--- src/idr_pkg.sv ---
package idr_pkg;

    localparam int unsigned W_Q   = 32;
    localparam int unsigned W_OP  = 34;
    localparam int unsigned W_P   = 68;
    localparam int unsigned W_ANG = 35;
    localparam int unsigned W_RED = 46;

    localparam logic [W_RED-1:0]         L_TWO_PI_RED = 46'd6746518852;
    localparam logic signed [W_ANG-1:0]  L_TWO_PI     = 35'sd6746518852;
    localparam logic signed [W_ANG-1:0]  L_PI         = 35'sd3373259426;
    localparam logic signed [W_ANG-1:0]  L_HALF_PI    = 35'sd1686629713;
    localparam logic signed [W_OP-1:0]   L_Q30_ONE    = 34'sd1073741824;
    localparam logic signed [W_OP-1:0]   L_GAIN       = 34'sd652032874;
    localparam logic signed [W_P-1:0]    L_SAT_MAX    = 68'sd2147483647;
    localparam logic signed [W_P-1:0]    L_SAT_MIN    = -68'sd2147483648;

    // matrix sequencer: operand sources
    localparam logic [2:0] SRC_SX = 3'd0;
    localparam logic [2:0] SRC_CX = 3'd1;
    localparam logic [2:0] SRC_SY = 3'd2;
    localparam logic [2:0] SRC_CY = 3'd3;
    localparam logic [2:0] SRC_SZ = 3'd4;
    localparam logic [2:0] SRC_CZ = 3'd5;
    localparam logic [2:0] SRC_T0 = 3'd6;
    localparam logic [2:0] SRC_T1 = 3'd7;

    // destinations 0..8 are matrix entries in row order
    localparam logic [3:0] DST_M00 = 4'd0;
    localparam logic [3:0] DST_M01 = 4'd1;
    localparam logic [3:0] DST_M02 = 4'd2;
    localparam logic [3:0] DST_M10 = 4'd3;
    localparam logic [3:0] DST_M11 = 4'd4;
    localparam logic [3:0] DST_M12 = 4'd5;
    localparam logic [3:0] DST_M20 = 4'd6;
    localparam logic [3:0] DST_M21 = 4'd7;
    localparam logic [3:0] DST_M22 = 4'd8;
    localparam logic [3:0] DST_T0  = 4'd9;
    localparam logic [3:0] DST_T1  = 4'd10;

    localparam logic [1:0] MODE_SET = 2'd0;
    localparam logic [1:0] MODE_NEG = 2'd1;
    localparam logic [1:0] MODE_ADD = 2'd2;

    localparam logic [3:0] MAT_LAST = 4'd13;

    typedef struct packed {
        logic [2:0] src_a;
        logic [2:0] src_b;
        logic [3:0] dst;
        logic [1:0] mode;
    } t_mat_op;

    typedef struct packed {
        logic                   done;
        logic                   flip;
        logic signed [W_OP-1:0] x;
        logic signed [W_OP-1:0] y;
    } t_trig_res;

    function automatic t_mat_op f_mat_op(input logic [3:0] k);
        t_mat_op op;
        case (k)
            4'd0:    op = '{SRC_SX, SRC_SY, DST_T0,  MODE_SET};
            4'd1:    op = '{SRC_CX, SRC_SY, DST_T1,  MODE_SET};
            4'd2:    op = '{SRC_CY, SRC_CZ, DST_M00, MODE_SET};
            4'd3:    op = '{SRC_CX, SRC_SZ, DST_M01, MODE_NEG};
            4'd4:    op = '{SRC_T0, SRC_CZ, DST_M01, MODE_ADD};
            4'd5:    op = '{SRC_SX, SRC_SZ, DST_M02, MODE_SET};
            4'd6:    op = '{SRC_T1, SRC_CZ, DST_M02, MODE_ADD};
            4'd7:    op = '{SRC_CY, SRC_SZ, DST_M10, MODE_SET};
            4'd8:    op = '{SRC_CX, SRC_CZ, DST_M11, MODE_SET};
            4'd9:    op = '{SRC_T0, SRC_SZ, DST_M11, MODE_ADD};
            4'd10:   op = '{SRC_SX, SRC_CZ, DST_M12, MODE_NEG};
            4'd11:   op = '{SRC_T1, SRC_SZ, DST_M12, MODE_ADD};
            4'd12:   op = '{SRC_SX, SRC_CY, DST_M21, MODE_SET};
            4'd13:   op = '{SRC_CX, SRC_CY, DST_M22, MODE_SET};
            default: op = '{SRC_SX, SRC_SX, DST_T0,  MODE_SET};
        endcase
        return op;
    endfunction

    function automatic logic signed [W_ANG-1:0] f_atan(input logic [4:0] i);
        logic [30:0] v;
        case (i)
            5'd0:    v = 31'd843314856;
            5'd1:    v = 31'd497837829;
            5'd2:    v = 31'd263043836;
            5'd3:    v = 31'd133525158;
            5'd4:    v = 31'd67021686;
            5'd5:    v = 31'd33543515;
            5'd6:    v = 31'd16775850;
            5'd7:    v = 31'd8388437;
            5'd8:    v = 31'd4194282;
            5'd9:    v = 31'd2097149;
            5'd10:   v = 31'd1048575;
            5'd11:   v = 31'd524287;
            5'd12:   v = 31'd262143;
            5'd13:   v = 31'd131071;
            5'd14:   v = 31'd65535;
            5'd15:   v = 31'd32767;
            5'd16:   v = 31'd16383;
            5'd17:   v = 31'd8191;
            5'd18:   v = 31'd4095;
            5'd19:   v = 31'd2047;
            5'd20:   v = 31'd1023;
            5'd21:   v = 31'd511;
            5'd22:   v = 31'd255;
            5'd23:   v = 31'd127;
            5'd24:   v = 31'd63;
            5'd25:   v = 31'd31;
            5'd26:   v = 31'd15;
            5'd27:   v = 31'd7;
            5'd28:   v = 31'd3;
            5'd29:   v = 31'd1;
            default: v = 31'd0;
        endcase
        return signed'({4'd0, v});
    endfunction

    function automatic logic signed [W_Q-1:0] f_sat32(input logic signed [W_P-1:0] v);
        logic signed [W_Q-1:0] r;
        if (v > L_SAT_MAX) begin
            r = 32'sh7FFFFFFF;
        end else if (v < L_SAT_MIN) begin
            r = 32'sh80000000;
        end else begin
            r = v[W_Q-1:0];
        end
        return r;
    endfunction

    // round half up, then shift right 16, back to 68 bits
    function automatic logic signed [W_P-1:0] f_rnd16(input logic signed [W_P-1:0] v);
        logic signed [W_P-1:0] t;
        t = v + 68'sd32768;
        return {{16{t[W_P-1]}}, t[W_P-1:16]};
    endfunction

    function automatic logic signed [W_P-1:0] f_rnd30(input logic signed [W_P-1:0] v);
        logic signed [W_P-1:0] t;
        t = v + 68'sd536870912;
        return {{30{t[W_P-1]}}, t[W_P-1:30]};
    endfunction

endpackage

--- src/idr_mul.sv ---
module idr_mul (
    input  logic                                i_clk,
    input  logic                                i_en,
    input  logic signed [idr_pkg::W_OP-1:0]     i_a,
    input  logic signed [idr_pkg::W_OP-1:0]     i_b,
    output logic signed [idr_pkg::W_P-1:0]      o_p
);
    import idr_pkg::*;

    logic signed [W_P-1:0] r_p;

    always_ff @(posedge i_clk) begin
        if (i_en) begin
            r_p <= i_a * i_b;
        end
    end

    assign o_p = r_p;

endmodule

--- config.mk ---
export PLATFORM = sky130hd
export DESIGN_NAME = idr_mul
export DESIGN_NICKNAME = d
export VERILOG_FILES = /design/src/idr_pkg.sv /design/src/idr_mul.sv
export SDC_FILE = /design/constraint.sdc
export NUM_CORES = 2
export LEC_CHECK = 0
export ABC_CLOCK_PERIOD_IN_PS = 21800
export BUFFER_PORTS_ARGS = -buffer_cell sky130_fd_sc_hd__buf_2
export CORE_UTILIZATION = 30
export CTS_CLUSTER_SIZE = 40
export DETAILED_ROUTE_END_ITERATION = 6
export PLACE_DENSITY_LB_ADDON = 0.05
export SKIP_CTS_REPAIR_TIMING = 1
export SYNTH_ARGS = -nofsm -noshare
export SYNTH_HDL_FRONTEND = slang
export SYNTH_SLANG_ARGS = --single-unit
--- constraint.sdc ---
create_clock -name i_clk -period 21.8 [get_ports i_clk]
set_input_delay 2.18 -clock i_clk [delete_from_list [all_inputs] [get_ports i_clk]]
set_output_delay 2.18 -clock i_clk [all_outputs]
set_load 0.05 [all_outputs]
# After elaboration in Yosys (flattened, before gate mapping)
# Cells that the tools add are included.
# Widths: inputs -> output; s select.
[op_classes]
n_reduce_logical = 0
n_addsub = 0
mux = 0
div_mod_pow = 0
mul = 1
n_eq_ne = 0
order_cmp = 0
bitwise_logic = 0
shift = 0
[op_table]
columns = ["operator", "n"]
rows = [
  ["$mul 34x34->68", 1],
]
[totals]
reg_bits = 68
mem_count = 0
output_inout_bits = 68
latch_bits = 0
inputBits = 70
mem_bits_ro = 0
ram_bits = 0

# Logic depth before layout (Yosys ltp)
[logic_depth]
word_depth = 1
mapped_depth = 31

# Least setup slack after synthesis
# OpenSTA, ideal clock, no wires.
[synth_path]
path_kind = "input to register"
from = "in i_a[33] in the netlist's numbering"
to = "reg r_p[65] (netlist: o_p[65]), data pin"
path_buffers = 2
path_slack_ns = 11.995
path_stages = 24
arrival_ns = 9.542
path_cell_list = "clkbuf_1 -> nand2_1 -> inv_1 -> fa_1 -> fa_1 -> fa_1 -> fa_1 -> inv_1 -> fa_1 -> fa_1 -> fa_1 -> fa_1 -> inv_1 -> ha_1 -> clkdlybuf4s50_2 -> nand3_1 -> or2_2 -> nor2_1 -> a221oi_1 -> o21ai_0 -> a31oi_2 -> nor2_2 -> o41ai_2 -> xnor2_1"
[synth_via]
elab_chain_len = 1
[synth_lines]
columns = ["element", "line_no", "text"]
rows = [
  ["from (decl)", "idr_mul.sv:4", "input logic signed [idr_pkg::W_OP-1:0] i_a,"],
  ["$mul 34x34->68", "idr_mul.sv:14", "r_p <= i_a * i_b;"],
  ["to (signal assigned)", "idr_mul.sv:14", ""],
  ["to (decl)", "idr_mul.sv:10", "logic signed [W_P-1:0] r_p;"],
]
# Every way passes these cells.
# A chain may end at the register's enable or synchronous reset.

# Worst setup path after layout
[layout_path]
from = "in i_a[33] in the netlist's numbering"
to = "reg r_p[66] (netlist: o_p[66]), data pin"
# The elaborated chain is that of the path after synthesis.

==> impl_metrics.tcl <==
set metrics [dict create \
    routedWlPerCell_um 22.39 \
    relSlewSlack_pct 29.40 \
    ys.flop_type "edfxtp_1" \
    critPathSlowestCell "fa_1" \
    grt_first_pass_wirelength_mm 218.5 \
    yosysUniqueCellTypes 69 \
    hold_viol_final 0 \
    wl_mm 143.9 \
    cp-end-kind "flip-flop" \
    instances_no_fill 6428 \
    clockBufferDepth 2 \
    fin_crit_ps 10280 \
    register_area_sq_um 2042 \
    gp_routability_congestion 0.7975 \
    synth_area_sq_um 43710 \
    avgSynthCellArea_sq_um 9.598 \
    hpwl_mm 115.8 \
    antenna_found_initial 15 \
    dpl.cell_count 6409 \
    die_w_um 383.7 \
    tightest_slew_ps 1058 \
    drv_cap 0 \
    synth_top_area_share_pct 56.84 \
    holdCritPathClass "in2reg" \
    vias 29047 \
    drc 10 \
    cpMostUsedCell "fa_1" \
    drtIter0Drc 1131 \
    slew_violations 0 \
    violations "DRC" \
    worstSetupStartpoint "i_a[33]" \
    clk_pin_slew_ps 70 \
    holdCritStartpoint "i_en" \
    yosysMostFrequentCell "fa_1" \
    crit_fanout 34 \
    n_fill_cell 15231 \
    synthArstFlopShare_pct 0 \
    outcome "finished, violations left" \
    yosysTopAreaCell "fa_1" \
    row_count 139 \
    syn_inst 4554 \
    ctsHtreeMaxLevel 3 \
    die_area_sq_um 147200 \
    rsz0062_at_grt "no" \
    critPathLaunchType "primary input" \
    die_h_um 383.7 \
    grt_pass1_vias 33737 \
    area_growth_pct 6.458 \
    worst-setup-path-type "in2reg" \
    ys_warn_count 0 \
    ant_nets 0 \
    synth_enable_flop_cells 68 \
    vias_per_cell 4.519 \
    io_pins 138 \
    layout-drive-gt1-share_pct 5.042 \
    clock-sinks 68 \
    yosysSeqAreaShare_pct 4.672 \
    synthTopCellsByCount "1241 x fa_1, 1231 x inv_1, 621 x and2_1" \
    synth_area_leaders "fa_1 57%, inv_1 11%, and2_1 8.9%" \
    gr-total-overflow 0 \
    cts_tree "done" \
    setup_tns_ps 0 \
    setup_viol 0 \
    core_area_sq_um 144000 \
    start_util_pct 30.35 \
    worstPathRequired_ps 21930 \
    syn_nets 6069 \
    firstDrtPassIters 7 \
    cts_root_buffer "clkbuf_16" \
    slowest_delay_ps 1240 \
    path_cells "buf_2 > nand2_1 > inv_1 > fa_1 > inv_1 > fa_1 > inv_1 > fa_1 > fa_1 > fa_1 > fa_1 > fa_1 > inv_1 > fa_1 > inv_1 > ha_1 > and2_1 > nand2_1 > o41ai_1 > a31oi_4 > o31ai_4 > a221oi_2 > xnor2_1" \
    multiInputGateArea_sq_um 36140 \
    cp_top_family "adder cells" \
    ys_ff_latch 68 \
    finalCritPeriodShare_pct 47.17 \
    largest_register_ffs 68 \
    grt_max_degree 58 \
    cts_buffers 9 \
    port-buffer-count 137 \
    layout.nets 6032 \
    cp_num_buf_inv 6 \
    arrival_ps 10410 \
    grt.total_usage_pct 20.31 \
    max_freq_mhz 97.26 \
]
## routing by layer
metal  part of all wire [%]  global-route usage (%)  wire [um]  up-vias
met4                    3.0                   5.275       4279        4
met5                  0.010                       0         15        -
met3                    2.0                   1.355       2865      154
li1                       -                       -          -    12770
met2                     55                   38.72      79390      397
met1                     40                   24.43      57340    15722
## cell families (layout without fill, tap and decap cells)
kind of cell	count (synthesis)	in the layout	share of synthesized area [%]
adders and majority gates	1445	1445	62.68
DFF	68	68	4.672
buffers and inverters	1460	1428	12.64
and+or+nand+nor	1296	1296	15.13
AOI/OAI and AO/OA	206	206	3.295
xor gates and xnor gates	79	79	1.583
other	0	3	0
## stage by stage
stage | util (%) | worst slack (ps) | cell area (sq um) | hold slack (ps)
after floorplan | - | 12000 | 43710 | 2293
after detailed placement | 32.08 | 11070 | 46200 | 2547
final | 32.31 | 11520 | 46530 | 2150
after global placement | 32.08 | 11150 | 46200 | 2559
after global routing | 32.31 | 11130 | 46520 | 2145
after CTS | 32.31 | 11460 | 46520 | 2144
## cell type report
type / count / share of cell area [%]
diodes: 3 / 0.01613
clock buffers: 9 / 0.4840
clock inverters: 7 / 0.2124
inverters: 1232 / 9.938
multi-input cells: 3026 / 77.67
flip-flops and latches: 68 / 4.388
well taps: 1903 / 5.117
repair buffers: 180 / 2.173
## path summary, 6_finish.rpt
| kind | to | slack, ps | depth (start not counted) |
|---|---|---|---|
| worst max-delay path | o_p[66]$_DFFE_PP_ | 11520 | 23 |
| worst min-delay path | o_p[63]$_DFFE_PP_ | 2150 | 1 |
## cell usage in the layout, fill, tap and decap left out, types with 4 or more instances in the layout
cell          n
a211oi_1      6
a21o_1       37
a21oi_1      61
a31oi_1       7
and2_1      621
and3_1        5
buf_2       136
buf_4        44
clkbuf_16     9
edfxtp_1     68
fa_1       1241
ha_1        204
inv_1      1231
nand2_1     542
nand2b_1     20
nand3_1      11
nand4_1      11
nor2_1       54
nor2b_1       9
nor3_1        5
o21a_1        4
o21ai_0      31
o21ai_1       7
o21bai_1     12
or2_2         4
xnor2_1      56
xor2_1       23
Power is left out: the tool's default activity adds up to more than one toggle a clock period on the data nets, which glitch-free logic cannot reach.
