**config.mk**
```make
export PLATFORM = sky130hd
export DESIGN_NAME = idr_cordic
export DESIGN_NICKNAME = d
export VERILOG_FILES = /design/src/idr_pkg.sv /design/src/idr_cordic.sv
export SDC_FILE = /design/constraint.sdc
export NUM_CORES = 1
export LEC_CHECK = 0
export BUFFER_PORTS_ARGS = -buffer_cell sky130_fd_sc_hd__clkbuf_2
export CAP_MARGIN = 0
export CELL_PAD_IN_SITES_DETAIL_PLACEMENT = 0
export CELL_PAD_IN_SITES_GLOBAL_PLACEMENT = 1
export CORE_MARGIN = 1.5
export CORE_UTILIZATION = 44
export CTS_CLUSTER_SIZE = 14
export DETAILED_ROUTE_END_ITERATION = 12
export HOLD_SLACK_MARGIN = 0.08
export PLACE_DENSITY = 0.86
export RECOVER_POWER = 50
export SYNTH_ARGS = -nofsm -noshare
export SYNTH_HDL_FRONTEND = slang
export SYNTH_SLANG_ARGS = --single-unit
```
**constraint.sdc**
```tcl
create_clock -name i_clk -period 7.43 [get_ports i_clk]
set_input_delay 0.743 -clock i_clk [delete_from_list [all_inputs] [get_ports i_clk]]
set_output_delay 0.743 -clock i_clk [all_outputs]
set_load 0.02 [all_outputs]
```
**src/idr_pkg.sv**
```systemverilog
package idr_pkg;

    localparam int unsigned W_Q   = 32;
    localparam int unsigned W_OP  = 34;
    localparam int unsigned W_P   = 68;
    localparam int unsigned W_ANG = 35;
    localparam int unsigned W_RED = 46;

    localparam logic [W_RED-1:0]         L_TWO_PI_RED = 46'd6746518852;
    localparam logic signed [W_ANG-1:0]  L_TWO_PI     = 35'sd6746518852;
    localparam logic signed [W_ANG-1:0]  L_PI         = 35'sd3373259426;
    localparam logic signed [W_ANG-1:0]  L_HALF_PI    = 35'sd1686629713;
    localparam logic signed [W_OP-1:0]   L_Q30_ONE    = 34'sd1073741824;
    localparam logic signed [W_OP-1:0]   L_GAIN       = 34'sd652032874;
    localparam logic signed [W_P-1:0]    L_SAT_MAX    = 68'sd2147483647;
    localparam logic signed [W_P-1:0]    L_SAT_MIN    = -68'sd2147483648;

    // matrix sequencer: operand sources
    localparam logic [2:0] SRC_SX = 3'd0;
    localparam logic [2:0] SRC_CX = 3'd1;
    localparam logic [2:0] SRC_SY = 3'd2;
    localparam logic [2:0] SRC_CY = 3'd3;
    localparam logic [2:0] SRC_SZ = 3'd4;
    localparam logic [2:0] SRC_CZ = 3'd5;
    localparam logic [2:0] SRC_T0 = 3'd6;
    localparam logic [2:0] SRC_T1 = 3'd7;

    // destinations 0..8 are matrix entries in row order
    localparam logic [3:0] DST_M00 = 4'd0;
    localparam logic [3:0] DST_M01 = 4'd1;
    localparam logic [3:0] DST_M02 = 4'd2;
    localparam logic [3:0] DST_M10 = 4'd3;
    localparam logic [3:0] DST_M11 = 4'd4;
    localparam logic [3:0] DST_M12 = 4'd5;
    localparam logic [3:0] DST_M20 = 4'd6;
    localparam logic [3:0] DST_M21 = 4'd7;
    localparam logic [3:0] DST_M22 = 4'd8;
    localparam logic [3:0] DST_T0  = 4'd9;
    localparam logic [3:0] DST_T1  = 4'd10;

    localparam logic [1:0] MODE_SET = 2'd0;
    localparam logic [1:0] MODE_NEG = 2'd1;
    localparam logic [1:0] MODE_ADD = 2'd2;

    localparam logic [3:0] MAT_LAST = 4'd13;

    typedef struct packed {
        logic [2:0] src_a;
        logic [2:0] src_b;
        logic [3:0] dst;
        logic [1:0] mode;
    } t_mat_op;

    typedef struct packed {
        logic                   done;
        logic                   flip;
        logic signed [W_OP-1:0] x;
        logic signed [W_OP-1:0] y;
    } t_trig_res;

    function automatic t_mat_op f_mat_op(input logic [3:0] k);
        t_mat_op op;
        case (k)
            4'd0:    op = '{SRC_SX, SRC_SY, DST_T0,  MODE_SET};
            4'd1:    op = '{SRC_CX, SRC_SY, DST_T1,  MODE_SET};
            4'd2:    op = '{SRC_CY, SRC_CZ, DST_M00, MODE_SET};
            4'd3:    op = '{SRC_CX, SRC_SZ, DST_M01, MODE_NEG};
            4'd4:    op = '{SRC_T0, SRC_CZ, DST_M01, MODE_ADD};
            4'd5:    op = '{SRC_SX, SRC_SZ, DST_M02, MODE_SET};
            4'd6:    op = '{SRC_T1, SRC_CZ, DST_M02, MODE_ADD};
            4'd7:    op = '{SRC_CY, SRC_SZ, DST_M10, MODE_SET};
            4'd8:    op = '{SRC_CX, SRC_CZ, DST_M11, MODE_SET};
            4'd9:    op = '{SRC_T0, SRC_SZ, DST_M11, MODE_ADD};
            4'd10:   op = '{SRC_SX, SRC_CZ, DST_M12, MODE_NEG};
            4'd11:   op = '{SRC_T1, SRC_SZ, DST_M12, MODE_ADD};
            4'd12:   op = '{SRC_SX, SRC_CY, DST_M21, MODE_SET};
            4'd13:   op = '{SRC_CX, SRC_CY, DST_M22, MODE_SET};
            default: op = '{SRC_SX, SRC_SX, DST_T0,  MODE_SET};
        endcase
        return op;
    endfunction

    function automatic logic signed [W_ANG-1:0] f_atan(input logic [4:0] i);
        logic [30:0] v;
        case (i)
            5'd0:    v = 31'd843314856;
            5'd1:    v = 31'd497837829;
            5'd2:    v = 31'd263043836;
            5'd3:    v = 31'd133525158;
            5'd4:    v = 31'd67021686;
            5'd5:    v = 31'd33543515;
            5'd6:    v = 31'd16775850;
            5'd7:    v = 31'd8388437;
            5'd8:    v = 31'd4194282;
            5'd9:    v = 31'd2097149;
            5'd10:   v = 31'd1048575;
            5'd11:   v = 31'd524287;
            5'd12:   v = 31'd262143;
            5'd13:   v = 31'd131071;
            5'd14:   v = 31'd65535;
            5'd15:   v = 31'd32767;
            5'd16:   v = 31'd16383;
            5'd17:   v = 31'd8191;
            5'd18:   v = 31'd4095;
            5'd19:   v = 31'd2047;
            5'd20:   v = 31'd1023;
            5'd21:   v = 31'd511;
            5'd22:   v = 31'd255;
            5'd23:   v = 31'd127;
            5'd24:   v = 31'd63;
            5'd25:   v = 31'd31;
            5'd26:   v = 31'd15;
            5'd27:   v = 31'd7;
            5'd28:   v = 31'd3;
            5'd29:   v = 31'd1;
            default: v = 31'd0;
        endcase
        return signed'({4'd0, v});
    endfunction

    function automatic logic signed [W_Q-1:0] f_sat32(input logic signed [W_P-1:0] v);
        logic signed [W_Q-1:0] r;
        if (v > L_SAT_MAX) begin
            r = 32'sh7FFFFFFF;
        end else if (v < L_SAT_MIN) begin
            r = 32'sh80000000;
        end else begin
            r = v[W_Q-1:0];
        end
        return r;
    endfunction

    // round half up, then shift right 16, back to 68 bits
    function automatic logic signed [W_P-1:0] f_rnd16(input logic signed [W_P-1:0] v);
        logic signed [W_P-1:0] t;
        t = v + 68'sd32768;
        return {{16{t[W_P-1]}}, t[W_P-1:16]};
    endfunction

    function automatic logic signed [W_P-1:0] f_rnd30(input logic signed [W_P-1:0] v);
        logic signed [W_P-1:0] t;
        t = v + 68'sd536870912;
        return {{30{t[W_P-1]}}, t[W_P-1:30]};
    endfunction

endpackage

```
**src/idr_cordic.sv**
```systemverilog
module idr_cordic #(
    parameter int CORDIC_STEPS = 16
) (
    input  logic                            i_clk,
    input  logic                            i_rst_n,
    input  logic                            i_start,
    input  logic signed [idr_pkg::W_Q-1:0]  i_angle,
    output idr_pkg::t_trig_res              o_res
);
    import idr_pkg::*;

    localparam int NSTEP = (CORDIC_STEPS < 30) ? CORDIC_STEPS : 30;
    localparam logic [4:0] IT_LAST = 5'(NSTEP - 1);

    localparam logic [1:0] C_IDLE = 2'd0;
    localparam logic [1:0] C_RED  = 2'd1;
    localparam logic [1:0] C_FOLD = 2'd2;
    localparam logic [1:0] C_ITER = 2'd3;

    logic [1:0]              r_state;
    logic [3:0]              r_k;
    logic [4:0]              r_it;
    logic [W_RED-1:0]        r_rem;
    logic                    r_neg;
    logic                    r_flip;
    logic                    r_done;
    logic signed [W_ANG-1:0] r_z;
    logic signed [W_OP-1:0]  r_x;
    logic signed [W_OP-1:0]  r_y;

    logic signed [W_RED-1:0] w_scaled;
    logic [W_RED-1:0]        w_mag;
    logic [W_RED-1:0]        w_sub;
    logic signed [W_ANG-1:0] w_base;
    logic signed [W_ANG-1:0] w_wrap;
    logic signed [W_OP-1:0]  w_dx;
    logic signed [W_OP-1:0]  w_dy;

    always_comb begin
        w_scaled = {i_angle, 14'd0};
        w_mag    = i_angle[W_Q-1] ? W_RED'(-w_scaled) : W_RED'(w_scaled);
        w_sub    = L_TWO_PI_RED << r_k;
        // truncating modulo of a negative angle wraps back into [0, 2pi)
        if (r_neg && (r_rem != '0)) begin
            w_base = L_TWO_PI - signed'(r_rem[W_ANG-1:0]);
        end else begin
            w_base = signed'(r_rem[W_ANG-1:0]);
        end
        w_wrap = (w_base > L_PI) ? (w_base - L_TWO_PI) : w_base;
        w_dx   = r_y >>> r_it;
        w_dy   = r_x >>> r_it;
    end

    always_ff @(posedge i_clk) begin
        if (!i_rst_n) begin
            r_state <= C_IDLE;
            r_done  <= 1'b0;
            r_k     <= '0;
            r_it    <= '0;
        end else begin
            r_done <= 1'b0;
            case (r_state)
                C_IDLE: begin
                    if (i_start) begin
                        r_rem   <= w_mag;
                        r_neg   <= i_angle[W_Q-1];
                        r_k     <= 4'd12;
                        r_state <= C_RED;
                    end
                end
                C_RED: begin
                    if (r_rem >= w_sub) begin
                        r_rem <= r_rem - w_sub;
                    end
                    if (r_k == 4'd0) begin
                        r_state <= C_FOLD;
                    end else begin
                        r_k <= r_k - 4'd1;
                    end
                end
                C_FOLD: begin
                    if (w_wrap > L_HALF_PI) begin
                        r_z    <= w_wrap - L_PI;
                        r_flip <= 1'b1;
                    end else if (w_wrap < -L_HALF_PI) begin
                        r_z    <= w_wrap + L_PI;
                        r_flip <= 1'b1;
                    end else begin
                        r_z    <= w_wrap;
                        r_flip <= 1'b0;
                    end
                    r_x     <= L_Q30_ONE;
                    r_y     <= '0;
                    r_it    <= '0;
                    r_state <= C_ITER;
                end
                C_ITER: begin
                    if (r_z >= 0) begin
                        r_x <= r_x - w_dx;
                        r_y <= r_y + w_dy;
                        r_z <= r_z - f_atan(r_it);
                    end else begin
                        r_x <= r_x + w_dx;
                        r_y <= r_y - w_dy;
                        r_z <= r_z + f_atan(r_it);
                    end
                    if (r_it == IT_LAST) begin
                        r_done  <= 1'b1;
                        r_state <= C_IDLE;
                    end else begin
                        r_it <= r_it + 5'd1;
                    end
                end
                default: r_state <= C_IDLE;
            endcase
        end
    end

    assign o_res.done = r_done;
    assign o_res.flip = r_flip;
    assign o_res.x    = r_x;
    assign o_res.y    = r_y;

`ifndef NO_ASSERTIONS
    a_done_from_iter: assert property (@(posedge i_clk) disable iff (!i_rst_n)
        r_done |-> $past(r_state) == C_ITER)
        else $error("cordic done without iteration");
    a_red_to_fold: assert property (@(posedge i_clk) disable iff (!i_rst_n)
        (r_state == C_RED && r_k == 4'd0) |=> r_state == C_FOLD)
        else $error("reduction did not end in fold");
    a_fold_to_iter: assert property (@(posedge i_clk) disable iff (!i_rst_n)
        r_state == C_FOLD |=> (r_state == C_ITER && r_it == 5'd0))
        else $error("fold did not start iterations");
`endif

endmodule

```
### Word-level counts from Yosys, hierarchy flattened

Memory sizes are Yosys's and may differ from the RTL's. A register that Yosys moved wholly into a read port is not among the register bits.
Cells that the tools add are included.

| cells by class | value |
|---|---|
| reductions and logical operators | 14 |
| equality and inequality tests | 10 |
| order comparisons | 5 |
| shifts and indexed selects | 3 |
| add/sub/neg operators | 14 |
| multiplexer cells | 35 |

Operators by type and width:

| cell | number |
|---|---|
| two-way mux 31 bit | 6 |
| two-way mux 35 bit | 5 |
| two-way mux 46 bit | 3 |
| one-hot mux 34 bit (2 select lines) | 2 |
| one-hot mux 46 bit (2 select lines) | 1 |
| one-hot mux 35 bit (2 select lines) | 1 |
| adder 34 bit | 2 |
| two-way mux 34 bit | 2 |
| >>> shifter 34 x 5 -> 34 bit | 2 |
| subtractor 34 bit | 2 |
| greater-or-equal comparator 46 bit | 1 |
| negator 46 bit | 1 |
| nonzero test 46 bit | 1 |
| left shift 33 x 4 -> 46 bit, first input constant | 1 |
| subtractor 46 bit | 1 |
| adder 35 x 32 -> 35 bit | 1 |
| adder 35 x 33 -> 35 bit, second input constant | 1 |
| greater-or-equal comparator 35 x 1 -> 1 bit, second input constant | 1 |
| greater-than comparator 35 x 32 -> 1 bit, second input constant | 1 |
| greater-than comparator 35 x 33 -> 1 bit, second input constant | 1 |
| < comparator 35 x 32 -> 1 bit, second input constant | 1 |
| subtractor 34 x 35 -> 35 bit, first input constant | 1 |
| subtractor 35 x 32 -> 35 bit | 1 |
| subtractor 35 x 33 -> 35 bit, second input constant | 1 |
| 21 further kinds | 41 |

| storage, ports and cells | value |
|---|---|
| bits of input ports | 35 |
| memory bits (read-only) | 1920 |
| register bits | 163 |
| logic and storage cells | 93 |
| memories | 2 |

Memories:

| memory | words | bits a word | rd ports | clocked after memory_dff | wr ports | line | RTL |
|---|---|---|---|---|---|---|---|
| (name not given) | 32 | 30 | 1 | 1 | 0 | idr_pkg.sv:85 | `case (i)` |
| (name not given) | 32 | 30 | 1 | 1 | 0 | idr_pkg.sv:85 |  |

### Longest topological paths before layout

| logic depth | value |
|---|---|
| word-level depth | 9 |
| depth in mapped cells | 31 |
| depth with buffers taken out | 28 |

### Worst setup path after synthesis

Ideal clock, no wire load.

| timing path | value |
|---|---|
| path type | flip-flop to flip-flop |
| from | reg r_k[0] |
| to | reg r_rem[10] (enable) |
| cell stages (with the launch flop) | 24 |
| setup slack | -0.180 ns |
| library setup time | 0.500 ns |
| arrival | 7.110 ns |
| buffers on the path | 1 |
| data required time | 6.930 ns |
| path through | dfxtp_1 -> clkbuf_1 -> inv_1 -> ha_1 -> ha_1 -> nand2_1 -> inv_1 -> ha_1 -> o21ai_0 -> a21boi_0 -> o21a_1 -> o21a_1 -> o21ai_0 -> nand2b_1 -> a221oi_1 -> o21bai_1 -> a2111oi_0 -> nor4_1 -> nor3_1 -> o31ai_1 -> a21oi_1 -> a21oi_1 -> nor2_1 -> nor3_1 |

| on the way | value |
|---|---|
| word-level cells in the longest chain between the ends | 4 |

RTL lines:

| element | line | RTL |
|---|---|---|
| start: declaration | idr_cordic.sv:21 | `logic [3:0] r_k;` |
| start signal: assignment | idr_cordic.sv:78 | `r_k <= r_k - 4'd1;` |
| left shift 33 x 4 -> 46 bit | idr_cordic.sv:42 | `w_sub = L_TWO_PI_RED << r_k;` |
| greater-or-equal comparator 46 bit | idr_cordic.sv:72 | `if (r_rem >= w_sub) begin` |
| inequality test 2 bit (no line) | n/a |  |
| AND reduction 4 bit (no line) | n/a |  |
| end signal: assignment | idr_cordic.sv:65 | `r_rem <= w_mag;` |
| end signal: assignment | idr_cordic.sv:73 | `r_rem <= r_rem - w_sub;` |
| end: declaration | idr_cordic.sv:23 | `logic [W_RED-1:0] r_rem;` |

No other way between the ends.
A chain may end at the register's enable or synchronous reset.

### Final worst setup path

| timing path | value |
|---|---|
| from | reg r_y[33] |
| to | reg r_x[30], data pin |

| on the way | value |
|---|---|
| word-level cells in the longest chain between the ends | 4 |

RTL lines:

| element | line | RTL |
|---|---|---|
| start: declaration | idr_cordic.sv:29 | `logic signed [W_OP-1:0] r_y;` |
| start signal: assignment | idr_cordic.sv:100 | `r_y <= r_y + w_dy;` |
| start signal: assignment | idr_cordic.sv:104 | `r_y <= r_y - w_dy;` |
| >>> shifter 34 x 5 -> 34 bit * | idr_cordic.sv:50 | `w_dx = r_y >>> r_it;` |
| adder 34 bit / subtractor 34 bit (equally long branches) | idr_cordic.sv:103, idr_cordic.sv:99 |  |
| two-way mux 34 bit * | idr_cordic.sv:98 | `if (r_z >= 0) begin` |
| one-hot mux 34 bit (2 select lines) * | idr_cordic.sv:62 | `case (r_state)` |
| end signal: assignment | idr_cordic.sv:99 | `r_x <= r_x - w_dx;` |
| end signal: assignment | idr_cordic.sv:103 | `r_x <= r_x + w_dx;` |
| end: declaration | idr_cordic.sv:28 | `logic signed [W_OP-1:0] r_x;` |

Mark *: on every way between the ends. The rest lies on a longest branch, timed or not.

==> out/metrics.cfg <==
[status]
status=complete, but fails checks
violations=max-capacitance violations, max-slew violations

[worst_setup_path]
required_ns=7.67
r2r_start=r_y[33]
crit_start=r_y[33]
cp-endpoint=r_x[30]
end_kind=flop
reg2reg_depth=25
critPathKind=reg -> reg
r2r_slack_ns=0.45
worstSetupStartpointType=flop
arrival_ns=7.22
timing.rr.end=r_x[30]
cp_max_fo=14

[power_and_ir_drop]
power_density_mw_per_mm2=450
ir_drop_mv=0.272
power_mw=12.3
leakage_nw=10.3

[detailed_routing]
via_per_inst=6.08
first_pass_iters=5
drc=0
drt_iter0_markers=2501
vias=24600
drt-total-wl_mm=78.1
ant_nets=0
wire_per_inst_um=19.3

[timing]
setup_viol=0
rsz0062_at_grt=false
fin_skew_ns=0.0209
timing.final.ws_setup_ns=0.449
hold_viol_final=0
layout_min_cycle_time_ns=6.98
drv_slew=108
slew_headroom_pct=-129
finalSetupTns_ns=0
hold_ws_ns=0.562
fmax_mhz=143
tightest_slew_ns=3.43
timing.final.crit_share_pct=94.0

[clock_network]
htreeDepth=4
numCtsBuffers=17
hold_buffers=0
cts_buffer_depth=2
worst_setup_hold_path_clk_slew_ns=0.08
clk_latency_ns=0.52
cts_tree=yes
cts_sinks=191
clock-root-buffer=clkbuf_16

[finish]
final_common_cell=nand2_1
drive_above_1_share_pct=9.29
final_area_sq_mm=0.0274
fill_cells=5700
register_area_sq_mm=0.00533
multi_input_area_sq_mm=0.0190
final_util_pct=48.4
final_cell_mix=nand2_1, o21ai_0, nor2_1, a21oi_1, xnor2_1
syn_to_final_growth_pct=8.21
layoutNonFillerInstCount=4040
antennaDiodeCount=0
layout.nets=3478

[job]
cap_violations=3

[synthesis]
synth_xor_area_share_pct=11.0
yosysWarnings=0
ys.flop_type=edfxtp_1
synth_compound_area_share_pct=24.4
netlist_area_sq_mm=0.0253
synth_fa_ha_area_share_pct=8.58
synth_top_family_by_area=compound AO/OA/AOI/OAI gates
syn_avg_cell_area_sq_um=7.87
syn-num-nets=3426
ys_ff_latch=191
ys_seq_area_share_pct=21.0
synthArstFlopShare_pct=0
synthSimpleGateAreaFrac_pct=22.0
synth-edff-count=149
synthMuxAreaShare_pct=8.92
synth_cells=3219
ys_types=98

[global_routing]
grt_pass1_wl_mm=123
first_global_vias=22100
antenna_found_initial=0
grtUsageTotal_pct=25.9
grt_max_degree=68
globalRouteOverflowTotal=0

[worst_hold_path]
hp-class=reg -> reg

[floorplan]
die_y_um=243
rows=87
start_util_pct=44.8
fp.dieW_um=243
core_sq_mm=0.0566
die_area_sq_mm=0.0590
num_io_pins=105

[placement]
place_area_sq_mm=0.0268
place_inst=4003
globalplace.congestion=0.959
place_hpwl_mm=60.3
place_ws_ns=0.323
port_buffers=104

-- critical path: stages (launching register included) --
cell and delay, ns:
edfxtp_1 0.64, inv_1 0.32, mux2i_1 0.23, a21boi_0 0.51, mux2i_1 0.39, a21oi_1 0.37
nand3_1 0.19, nor3_1 0.37, nand2_1 0.13, or3_1 0.35, or3_1 0.37, nor3_1 0.26
inv_1 0.09, o21ai_0 0.21, xnor2_1 0.08, o21ai_0 0.22, ha_1 0.32, and2_1 0.20
o21a_1 0.17, a41oi_1 0.27, a211oi_1 0.15, a21oi_1 0.24, nor2b_1 0.07, o21a_1 0.17
o311ai_0 0.30, nand2_1 0.10
-- metal layers --
layer	wire (um)	up-vias	global-route usage [%]
met2	34700	964	40.6
met5	0	-	0
li1	-	12100	-
met4	2650	0	9.86
met3	5160	148	4.19
met1	35700	11400	35.8
-- where the power goes --
group	internal, mW	switching, mW	leakage, nW
Combinational	3.84	5.54	8.32
Clock	0.533	0.501	0.293
Sequential	1.64	0.295	1.72
Total	6.01	6.33	10.3
-- cell type report --
| cell class | instances | area share, % |
|---|---|---|
| flip-flops and latches | 191 | 19.4 |
| repair buffers | 190 | 4.10 |
| well taps | 756 | 3.45 |
| inverters | 100 | 1.37 |
| clock buffers | 21 | 1.72 |
| clock inverters | 11 | 0.507 |
| multi-input cells | 2771 | 69.4 |
-- cell usage after synthesis, drive strengths merged, types with 9 or more instances --
cell type / count / area [sq um]
nand2: 363 / 1360
o21ai: 286 / 1440
nor2: 273 / 1020
a21oi: 231 / 1160
xnor2: 194 / 1710
ha: 169 / 2110
edfxtp: 149 / 4470
xor2: 124 / 1090
clkbuf: 111 / 417
inv: 96 / 360
nor3: 92 / 465
nand3: 81 / 405
mux2i: 74 / 741
mux4: 54 / 1220
a21o: 53 / 398
nand2b: 52 / 325
or3: 52 / 325
buf: 46 / 230
a31oi: 43 / 269
dfxtp: 42 / 841
o21a: 42 / 317
a211oi: 41 / 328
o31ai: 41 / 308
and2: 39 / 246
nor2b: 32 / 200
and3: 31 / 194
or2: 31 / 194
mux2: 27 / 304
o211ai: 27 / 208
nand4: 26 / 169
nor4: 25 / 181
o22ai: 25 / 156
or4: 22 / 165
a21boi: 20 / 150
o21bai: 18 / 135
o31a: 12 / 105
a2111oi: 11 / 103
a211o: 10 / 87.6
o311ai: 10 / 87.6
o41ai: 10 / 106
nand3b: 9 / 67.6
-- repair_timing --
item | CTS | global route
endpoints found under the setup margin | 0 | 7
gates resized for setup | 0 | 8
buffers inserted | 0 | 5
-- worst min path at each step --
| stage | endpoint | cells after the start | startpoint | slack, ns |
|---|---|---|---|---|
| after detailed placement | r_state[1] | 2 | r_state[1] | 0.56 |
| after global routing | r_state[1] | 2 | r_state[1] | 0.60 |
| after global placement | r_state[0] | 2 | r_state[0] | 0.53 |
| final | r_state[1] | 2 | r_state[1] | 0.56 |
| after CTS | r_rem[14] | 2 | i_angle[0] | 0.56 |
| after floorplan | r_state[0] | 2 | r_state[0] | 0.51 |
-- cells by family (layout without fill, tap and decap cells) --
| kind of cell | after synthesis | after routing |
|---|---|---|
| XOR/XNOR | 318 | 318 |
| adder cells (fa/ha/maj) | 172 | 172 |
| AO/OA/AOI/OAI | 969 | 969 |
| buffers and inverters | 257 | 322 |
| multiplexers | 155 | 155 |
| AND/OR/NAND/NOR | 1157 | 1157 |
| flip-flops | 191 | 191 |
(Power assumes the default switching activity.)
